`src/kas_pkg.sv`:
```
// Shared constants, types and command structs of the k-ary sketch block.
package kas_pkg;

  localparam int NUM_ROWS       = 5;
  localparam int HASHES_PER_ROW = 1;
  // ROW_WIDTH must be a power of two: the column is the low hash bits.
  localparam int ROW_WIDTH      = 1024;

  localparam int CELL_COUNT  = NUM_ROWS * ROW_WIDTH;
  localparam int PROBE_COUNT = NUM_ROWS * HASHES_PER_ROW;
  localparam int MEDIAN_RANK = PROBE_COUNT / 2;

  localparam int ADDR_W  = (CELL_COUNT > 1) ? $clog2(CELL_COUNT) : 1;
  localparam int COL_W   = (ROW_WIDTH > 1) ? $clog2(ROW_WIDTH) : 1;
  localparam int ROW_W   = (NUM_ROWS > 1) ? $clog2(NUM_ROWS) : 1;
  localparam int HNUM_W  = (HASHES_PER_ROW > 1) ? $clog2(HASHES_PER_ROW) : 1;
  localparam int PROBE_W = (PROBE_COUNT > 1) ? $clog2(PROBE_COUNT) : 1;
  localparam int RANK_W  = $clog2(PROBE_COUNT + 1);

  localparam logic [1:0] REQ_LOOKUP = 2'd0;
  localparam logic [1:0] REQ_ADD    = 2'd1;
  localparam logic [1:0] REQ_CLEAR  = 2'd2;

  typedef struct packed {
    logic               load;
    logic               hash_init;
    logic               hash_byte;
    logic               hash_fin;
    logic               mem_rd;
    logic               mem_add;
    logic               keep_val;
    logic               clr_wr;
    logic               rank_en;
    logic               out_load;
    logic               lookup;
    logic [ROW_W-1:0]   row;
    logic [HNUM_W-1:0]  hnum;
    logic [1:0]         byte_idx;
    logic [PROBE_W-1:0] probe;
    logic [ADDR_W-1:0]  clr_addr;
  } kas_cmd_t;

endpackage

```
`src/kas_ctrl.sv`:
```
// Request sequencer: probe, hash byte, clearing sweep and rank counters.
module kas_ctrl (
  input  logic              clk,
  input  logic              rst,
  input  logic              req_valid,
  input  logic [1:0]        req_type,
  output logic              req_ready,
  output logic              rsp_valid,
  input  logic              rsp_ready,
  output kas_pkg::kas_cmd_t cmd
);

  localparam logic [3:0] S_IDLE  = 4'd0;
  localparam logic [3:0] S_CLR   = 4'd1;
  localparam logic [3:0] S_HINIT = 4'd2;
  localparam logic [3:0] S_HBYTE = 4'd3;
  localparam logic [3:0] S_HFIN  = 4'd4;
  localparam logic [3:0] S_RD    = 4'd5;
  localparam logic [3:0] S_UPD   = 4'd6;
  localparam logic [3:0] S_RANK  = 4'd7;
  localparam logic [3:0] S_DONE  = 4'd8;

  logic [3:0]                   state;
  logic [1:0]                   req;
  logic                         from_req;
  logic [kas_pkg::ROW_W-1:0]    row;
  logic [kas_pkg::HNUM_W-1:0]   hnum;
  logic [1:0]                   byte_idx;
  logic [kas_pkg::PROBE_W-1:0]  probe;
  logic [kas_pkg::ADDR_W-1:0]   clr_addr;
  logic                         accept;
  logic                         last_probe;

  assign req_ready  = (state == S_IDLE);
  assign accept     = req_valid && req_ready;
  assign last_probe = (probe == kas_pkg::PROBE_W'(kas_pkg::PROBE_COUNT - 1));

  always_comb begin
    cmd           = '0;
    cmd.row       = row;
    cmd.hnum      = hnum;
    cmd.byte_idx  = byte_idx;
    cmd.probe     = probe;
    cmd.clr_addr  = clr_addr;
    cmd.lookup    = (req == kas_pkg::REQ_LOOKUP);
    cmd.load      = accept;
    cmd.hash_init = (state == S_HINIT);
    cmd.hash_byte = (state == S_HBYTE);
    cmd.hash_fin  = (state == S_HFIN);
    cmd.mem_rd    = (state == S_RD);
    cmd.mem_add   = (state == S_UPD) && (req == kas_pkg::REQ_ADD);
    cmd.keep_val  = (state == S_UPD) && (req == kas_pkg::REQ_LOOKUP);
    cmd.clr_wr    = (state == S_CLR);
    cmd.rank_en   = (state == S_RANK);
    cmd.out_load  = (state == S_DONE) && (!rsp_valid || rsp_ready);
  end

  always_ff @(posedge clk) begin
    if (rst) begin
      state     <= S_CLR;
      from_req  <= 1'b0;
      clr_addr  <= '0;
      rsp_valid <= 1'b0;
      req       <= kas_pkg::REQ_LOOKUP;
      row       <= '0;
      hnum      <= '0;
      byte_idx  <= '0;
      probe     <= '0;
    end else begin
      if ((state == S_DONE) && (!rsp_valid || rsp_ready)) begin
        rsp_valid <= 1'b1;
      end else if (rsp_valid && rsp_ready) begin
        rsp_valid <= 1'b0;
      end
      unique case (state)
        S_IDLE: begin
          if (accept) begin
            req      <= req_type;
            row      <= '0;
            hnum     <= '0;
            probe    <= '0;
            clr_addr <= '0;
            from_req <= 1'b1;
            case (req_type)
              kas_pkg::REQ_LOOKUP, kas_pkg::REQ_ADD: state <= S_HINIT;
              kas_pkg::REQ_CLEAR: state <= S_CLR;
              default: state <= S_DONE;
            endcase
          end
        end
        S_CLR: begin
          clr_addr <= clr_addr + 1'b1;
          if (clr_addr == kas_pkg::ADDR_W'(kas_pkg::CELL_COUNT - 1)) begin
            state <= from_req ? S_DONE : S_IDLE;
          end
        end
        S_HINIT: begin
          byte_idx <= '0;
          state    <= S_HBYTE;
        end
        S_HBYTE: begin
          byte_idx <= byte_idx + 1'b1;
          if (byte_idx == 2'd3) begin
            state <= S_HFIN;
          end
        end
        S_HFIN: state <= S_RD;
        S_RD: state <= S_UPD;
        S_UPD: begin
          if (last_probe) begin
            probe <= '0;
            state <= (req == kas_pkg::REQ_LOOKUP) ? S_RANK : S_DONE;
          end else begin
            probe <= probe + 1'b1;
            if (hnum == kas_pkg::HNUM_W'(kas_pkg::HASHES_PER_ROW - 1)) begin
              hnum <= '0;
              row  <= row + 1'b1;
            end else begin
              hnum <= hnum + 1'b1;
            end
            state <= S_HINIT;
          end
        end
        S_RANK: begin
          probe <= probe + 1'b1;
          if (last_probe) begin
            state <= S_DONE;
          end
        end
        S_DONE: begin
          if (!rsp_valid || rsp_ready) begin
            state <= S_IDLE;
          end
        end
        default: state <= S_IDLE;
      endcase
    end
  end

endmodule

```
`config.mk`:
```
export PLATFORM = sky130hd
export DESIGN_NAME = kas_ctrl
export DESIGN_NICKNAME = d
export VERILOG_FILES = /design/src/kas_pkg.sv /design/src/kas_ctrl.sv
export SDC_FILE = /design/constraint.sdc
export NUM_CORES = 1
export LEC_CHECK = 0
export BUFFER_PORTS_ARGS = -buffer_cell sky130_fd_sc_hd__buf_2
export CAP_MARGIN = 20
export CORE_ASPECT_RATIO = 1.25
export CORE_MARGIN = 4
export CORE_UTILIZATION = 47
export CTS_BUF_LIST = sky130_fd_sc_hd__clkbuf_8 sky130_fd_sc_hd__clkbuf_16
export CTS_CLUSTER_SIZE = 40
export DETAILED_ROUTE_END_ITERATION = 10
export GPL_TIMING_DRIVEN = 0
export HOLD_SLACK_MARGIN = 0.02
export PLACE_DENSITY_LB_ADDON = 0.1
export SYNTH_ARGS = -nofsm -noshare
export SYNTH_HDL_FRONTEND = slang
export SYNTH_SLANG_ARGS = --single-unit
```
`constraint.sdc`:
```
create_clock -name clk -period 1.8 [get_ports clk]
set_input_delay 0.18 -clock clk [delete_from_list [all_inputs] [get_ports clk]]
set_output_delay 0.18 -clock clk [all_outputs]
set_load 0.03 [all_outputs]
```
==> summary.txt, run 1 <==
Power
  – Psw: 498.3 µW
  – Internal: 1.141 mW
  – Tot Pwr: 1.639 mW
  – Clock share of power: 36.9%
  – Maximum VDD drop: 0.0007190 V
  – Comb pwr share: between 20 and 25%
  – Sw Ratio: 30.40%
  – LEAKAGE: ~0.93 nW
  – Sequential Power Share: 42.7%
  – Pwr/cell area: 747.8 nW/µm²

Layout
  – Design Area, Final: 2192 µm²
  – Layout cells sized above 1: a little over a third
  – Antenna Cells: 0
  – Final Core Density: 66.24%
  – Area delta synth->final: 32.33%
  – Multi-input logic area: around 1100 µm²
  – Sequential Area: just under 600 µm²
  – Fillers: 294
  – Net count reported at finish: 270

Timing
  – RSZ-0062 raised after global routing: true
  – Max Slew Vio Count: 0
  – Clk_skew: just over 0.002 ns
  – Worst-Margin Slew: approximately 0.58 ns
  – Worst slew margin: between 60% and 70%
  – Fin crit period: 1.824 ns
  – Worst hold margin: 0.1522 ns
  – Endpoints failing hold: 0
  – Final Cycle Share: 101.3%
  – Final WS setup: -0.02376 ns
  – F_max: 548.3 MHz
  – Final setup violation count: 3

Synthesis
  – Syn_area_per_cell: 8.121 µm²
  – Mapped Cells: 204
  – Ys Warns: 0
  – Post-synthesis sequential area ratio: 35.05%
  – FF+latch count, synth: 29
  – Ys async rst share: 0%
  – Count of cell types in the netlist: 50
  – Ys flop type: dfxtp_1
  – Synthesized area: 1657 µm²
  – Synthesized net count: 215
  – Post-synth EDFFs: 0

Place
  – Post-detail-place hpwl: 3105 µm
  – GP Congestion: 0.8603
  – # port buffers: 38
  – Post-DP Area: 1926 µm²

Floorplanning
  – DIE AREA: 4544 µm²
  – Die width: 61.10 µm
  – Die Y: 74.38 µm
  – FP Rows: 23
  – Initial core utilization: 50.06%
  – Placeable Area: 3309 µm²
  – Number of placed I/O pins: 41

Clock tree
  – CTS tree: yes
  – CTS hold repair buffers: 0
  – Total CTS buffers: 5
  – Clk buf depth: 2
  – CTS sink cnt: 29
  – Worst skew pair latency: about 0.28 ns
  – Clock-pin transition on the worst setup and hold timing paths: 0.06 ns
  – Htree depth: 2
  – Root Buffer: clkbuf_8

Routing
  – DR vias: 1715
  – Avg Vias per Cell: 5.774
  – DRC: 0
  – WL final: 4477 µm
  – DR iter-0 viols: 94
  – Post-route antenna net violation count: 0
  – DR WL/cell: 15.07 µm
  – DRT Pass-1 Iters: 4

Job
  – Max_cap viols: 0

Global route
  – First-pass GRT wire length: 7383 µm
  – Global Route Usage Sum: 21.24%
  – Grt ovf: 0
  – Vias in the first global route: approximately 1600
  – Largest net degree at the start of global routing: 11
  – Initial antenna violation count: 0

Worst setup path
  – CP Capture Type: output pin
  – Startpoint types: register
  – Reg2reg setup slack: -0.01 ns
  – Maximum fanout along the worst path: 7
  – Req. time, crit path: 1.62 ns
  – Worst Reg-to-Reg Cells: 6
  – Crit. Startpoint: state[1]$_SDFFE_PP0P_
  – Setup Crit Path Kind: reg2out
  – Critical Path Sink: cmd[27]
  – Reg2Reg Capture Point: clr_addr[7]$_SDFFE_PP0P_
  – Reg2reg start: state[2]$_SDFFE_PP0P_
  – Worst EP arrival: 1.64 ns

Hold path
  – Worst min-delay path class: in2reg
  – Hold wc startpoint: req_type[0]

Outcome
  – Status: complete, but fails checks
  – Failing checks: setup timing
[flip-flops by register name (all words and copies together), names as in the netlist]
name and count:
req 2, state 4, clr_addr 13, probe 3, byte_idx 2, rsp_valid 1
from_req 1, row 3
[critical path, stage by stage, from the launching register on]
cell and delay [ns]:
dfxtp_4 0.40, or4bb_4 0.59, nor3b_2 0.19, buf_4 0.18
[logic make-up after synthesis]
logic type	share of synthesized area (%)
and+or+nand+nor	32.70
AOI/OAI and AO/OA	18.73
DFF	35.05
buffers and inverters	6.571
adders and majority gates	3.776
muxes	1.888
xor gates and xnor gates	1.058
other	0.2264
[stage by stage]
stage | setup TNS, ns | std cells | worst slack (ns)
after global placement | -0.1743 | 279 | -0.08544
final | -0.03734 | 297 | -0.02376
after floorplan | 0 | 204 | 0.001418
after CTS | -0.01101 | 292 | -0.008267
after detailed placement | -0.2975 | 279 | -0.08840
after global routing | -0.3729 | 297 | -0.08813
[placed cells by master (no fill, tap or decap), types with 3 or more instances in the layout]
master	count
a21oi_1	20
buf_6	3
clkbuf_8	7
nand2b_1	5
nand3_1	13
or3_1	7
o211ai_1	4
buf_2	35
o21ai_0	7
nor2_1	22
ha_1	5
nor3_1	4
clkbuf_1	4
and3_1	4
dfxtp_1	25
clkbuf_2	3
inv_1	5
or2_2	3
nand2_1	11
buf_4	16
[power groups by stage]
stage	combinational (mW)	sequential [mW]	clock (mW)
global placement	0.308	0.703	0
detailed placement	0.311	0.703	0
floorplan	0.202	0.733	0
CTS	0.325	0.697	0.614
finish	0.335	0.700	0.605
global route	0.367	0.704	0.639
[what timing repair did]
item,CTS,global route
setup endpoints to repair,16,20
resized for setup,17,16
setup buffers,7,5
pin swaps,9,7
[worst min path at each step]
stage | to | depth (start not counted) | slack [ns]
2_1_floorplan | req[0]$_SDFFE_PP0P_ | 2 | 0.32
3_3_place_gp | req[0]$_SDFFE_PP0P_ | 3 | 0.44
3_5_place_dp | req[0]$_SDFFE_PP0P_ | 3 | 0.45
4_1_cts | req[0]$_SDFFE_PP0P_ | 3 | 0.15
5_1_grt | req[0]$_SDFFE_PP0P_ | 3 | 0.16
6_report | req[0]$_SDFFE_PP0P_ | 3 | 0.15
[metal layers]
layer | share of wire [%] | track usage [%]
met5 | 0 | 0
met2 | 48 | 34.59
met4 | 4.1 | 11.57
met1 | 42 | 25.34
met3 | 5.7 | 4.861
[final cells by class]
cell class                      count  area share (%)
Tap cell                           37           2.112
Clock inverter                      1          0.2283
Multi-Input combinational cell    155           48.40
Inverter                            7           1.541
Clock buffer                        7           4.395
Buffer                             11           2.797
Sequential cell                    29           26.94
Timing Repair Buffer               50           13.58
[Yosys cell counts, types with 2 or more instances]
cell type  count  area, µm²
a21oi_1       22      110.1
inv_1          6      22.52
buf_6          2      22.52
buf_4          3      22.52
nor4_1         2      12.51
ha_1           5      62.56
a31oi_1        2      12.51
or2_2          4      25.02
mux2i_1        2      20.02
nand4_1        2      12.51
nor3_1         6      30.03
nand3_1       13      65.06
nor2b_1        2      12.51
nand2_1       12      45.04
nand2b_1       5      31.28
o211ai_1       4      30.03
and3_1         4      25.02
a211oi_1       2      15.01
a2bb2oi_1      2      17.52
clkbuf_1       8      30.03
or3_1          8      50.05
dfxtp_1       29      580.6
o32ai_1        2      17.52
nor2_1        22      82.58
o21ai_0        9      45.04
nand4b_1       2      17.52
Power figures use the tool's default switching activity.
==> run 2, diff against run 1 <==
Settings changed: CORE_ASPECT_RATIO 1.25 to not set.
==> run 2 against run 1 <==
  * The run still ends with setup timing left
  * Core utilization down 0.76 points
  * Clock power shrank 1%
  * Clock skew grew 0.0019 ns
  * Fmax rose by 0.81%
  * Sequential cell count stayed put
  * Die area is 0.12% lower
  * Power shrank 0.57%
  * Critical endpoint unchanged
==> summary.txt, run 2 (synthesized netlist as in run 1, its figures left out) <==
Power
  – Clock share of power: 36.6%
  – Pwr/cell area: 740.1 nW/µm²
  – Internal: around 1.1 mW
  – LEAKAGE: 0.9079 nW
  – Sw Ratio: between 30% and 40%
  – Sequential Power Share: 42.7%
  – Tot Pwr: 1.630 mW
  – Maximum VDD drop: between 0.0005 and 0.0006 V
  – Comb pwr share: between 20% and 30%
  – Psw: around 490 µW

Timing
  – Clk_skew: 0.003940 ns
  – RSZ-0062 raised after global routing: true
  – Fin crit period: around 1.8 ns
  – Final WS setup: -0.009023 ns
  – Final setup violation count: 1
  – Worst-Margin Slew: 0.6314 ns
  – Endpoints failing hold: 0
  – F_max: 552.8 MHz
  – Setup TNS: -0.009023 ns
  – Final Cycle Share: 100.5%
  – Worst slew margin: 56.82%
  – Max Slew Vio Count: 0

Worst setup path
  – Setup Crit Path Kind: reg2out
  – Reg2reg start: state[2]$_SDFFE_PP0P_
  – Maximum fanout along the worst path: 8
  – Req. time, crit path: around 1.6 ns
  – Crit path cell chain: or4bb_4, nor3b_2, buf_4
  – Worst EP arrival: between 1.5 and 2 ns
  – Reg2Reg Capture Point: clr_addr[11]$_SDFFE_PP0P_
  – Crit. Startpoint: state[1]$_SDFFE_PP0P_
  – Startpoint types: register
  – Critical-path top delay cell: or4bb_4
  – Worst Reg-to-Reg Cells: 6
  – CP Capture Type: output pin
  – Critical Path Sink: cmd[27]
  – Reg2reg setup slack: 0.02 ns
  – Max stage delay on crit path: between 0.5 and 0.6 ns

Clock tree
  – CTS sink cnt: 29
  – Clock-pin transition on the worst setup and hold timing paths: 0.06 ns
  – CTS tree: yes
  – Htree depth: 2
  – Clk buf depth: 2
  – Total CTS buffers: 5
  – Root Buffer: clkbuf_8
  – Worst skew pair latency: 0.28 ns

Floorplanning
  – Placeable Area: ~3400 µm²
  – Die width: between 60 and 70 µm
  – DIE AREA: 4539 µm²
  – FP Rows: 21
  – Number of placed I/O pins: 41
  – Die Y: between 60 and 70 µm
  – Initial core utilization: between 40 and 50%

Global route
  – Met2 usage: roughly 34%
  – Met3 Resource Use GR: ~4%
  – Vias in the first global route: 1496
  – Largest net degree at the start of global routing: 11
  – Global Route Usage Sum: 20.21%
  – Grt ovf: 0
  – First-pass GRT wire length: 6920 µm
  – GR Layer Usage met1: 24.57%
  – Layer with the highest usage: met2
  – Initial antenna violation count: 0

Layout
  – Max FFs per register: 13
  – Net count reported at finish: 267
  – Final Core Density: 65.48%
  – Most common cell after layout, fill and taps aside: buf_2
  – Biggest regs: clr_addr: 13 flops, state: 4 flops
  – Largest reg by FF count: clr_addr
  – Layout cells sized above 1: 36.58%
  – Area delta synth->final: 32.93%
  – Most frequent cells in the layout: buf_2 (34), dfxtp_1 (25), nor2_1 (22)
  – Antenna Cells: 0

Outcome
  – Status: complete, but fails checks
  – Failing checks: setup timing

Place
  – Post-detail-place hpwl: 2936 µm
  – GP Congestion: 0.8226
  – # port buffers: 38

Routing
  – DR vias: about 1700
  – DR WL/cell: 14.00 µm
  – Avg Vias per Cell: 5.578
  – WL final: 4242 µm
  – Post-route antenna net violation count: 0
  – DRT Pass-1 Iters: 4
  – DRC: 0
  – DR iter-0 viols: 154

Job
  – Max_cap viols: 0

Hold path
  – Worst min-delay path class: in2reg
[run 2: layout make-up]
class | count | area (µm²)
tap | 46 | 57.56
timing repair buffer | 47 | 277.8
inverter | 7 | 33.78
multi-input combinational | 155 | 1082
buffer | 11 | 61.31
clock inverter | 1 | 5.005
clock buffer | 7 | 96.34
fill | 329 | 1161
sequential | 29 | 588.1
[run 2: worst min path at each step]
stage	from	to	slack, ns	cells after the start
global route	req_type[0]	req[0]$_SDFFE_PP0P_	0.18	3
detailed placement	req_type[0]	req[0]$_SDFFE_PP0P_	0.45	3
CTS	req_type[0]	req[0]$_SDFFE_PP0P_	0.15	3
global placement	from_req$_SDFFE_PP0P_	from_req$_SDFFE_PP0P_	0.46	2
floorplan	req_type[0]	req[0]$_SDFFE_PP0P_	0.32	2
finish	req_type[1]	req[1]$_SDFFE_PP0P_	0.17	3
[run 2: critical path: cells and delay by family, from the launching register on]
| kind | cells | cell delay (ns) |
|---|---|---|
| simple gates | 2 | 0.78 |
| flops | 1 | 0.39 |
| buf+inv | 1 | 0.18 |
[run 2: per-layer routing]
metal | vias to the layer above | wire length (µm) | share of wire, %
met1 | 791 | 1920 | 45
li1 | 843 | - | -
met3 | 2 | 249 | 5.9
met4 | 0 | 18 | 0.42
met2 | 54 | 2055 | 48
met5 | - | 0 | 0
[run 2: repair_timing]
action	CTS	global route
setup buffers	4	5
pin swaps	5	11
resized for setup	17	22
endpoints found under the setup margin	17	21
hold buffers	0	0
endpoints found under the hold margin	0	0
[run 2: power groups by stage]
stage          sequential (mW)  clock [mW]  combinational, mW
6_report                 0.696       0.596              0.337
5_1_grt                  0.703       0.641              0.365
4_1_cts                  0.688       0.611              0.344
3_5_place_dp             0.703           0              0.310
3_3_place_gp             0.702           0              0.307
2_1_floorplan            0.733           0              0.202
[run 2: stage by stage]
step	hold slack, ns	setup slack, ns	cell area (µm²)	std cells
after floorplan	0.3160	0.001418	1689	204
after global placement	0.4570	-0.07092	1937	288
after detailed placement	0.4539	-0.07087	1937	288
after CTS	0.1534	-0.01742	2126	300
after global routing	0.1806	-0.06483	2202	303
final	0.1681	-0.009023	2202	303
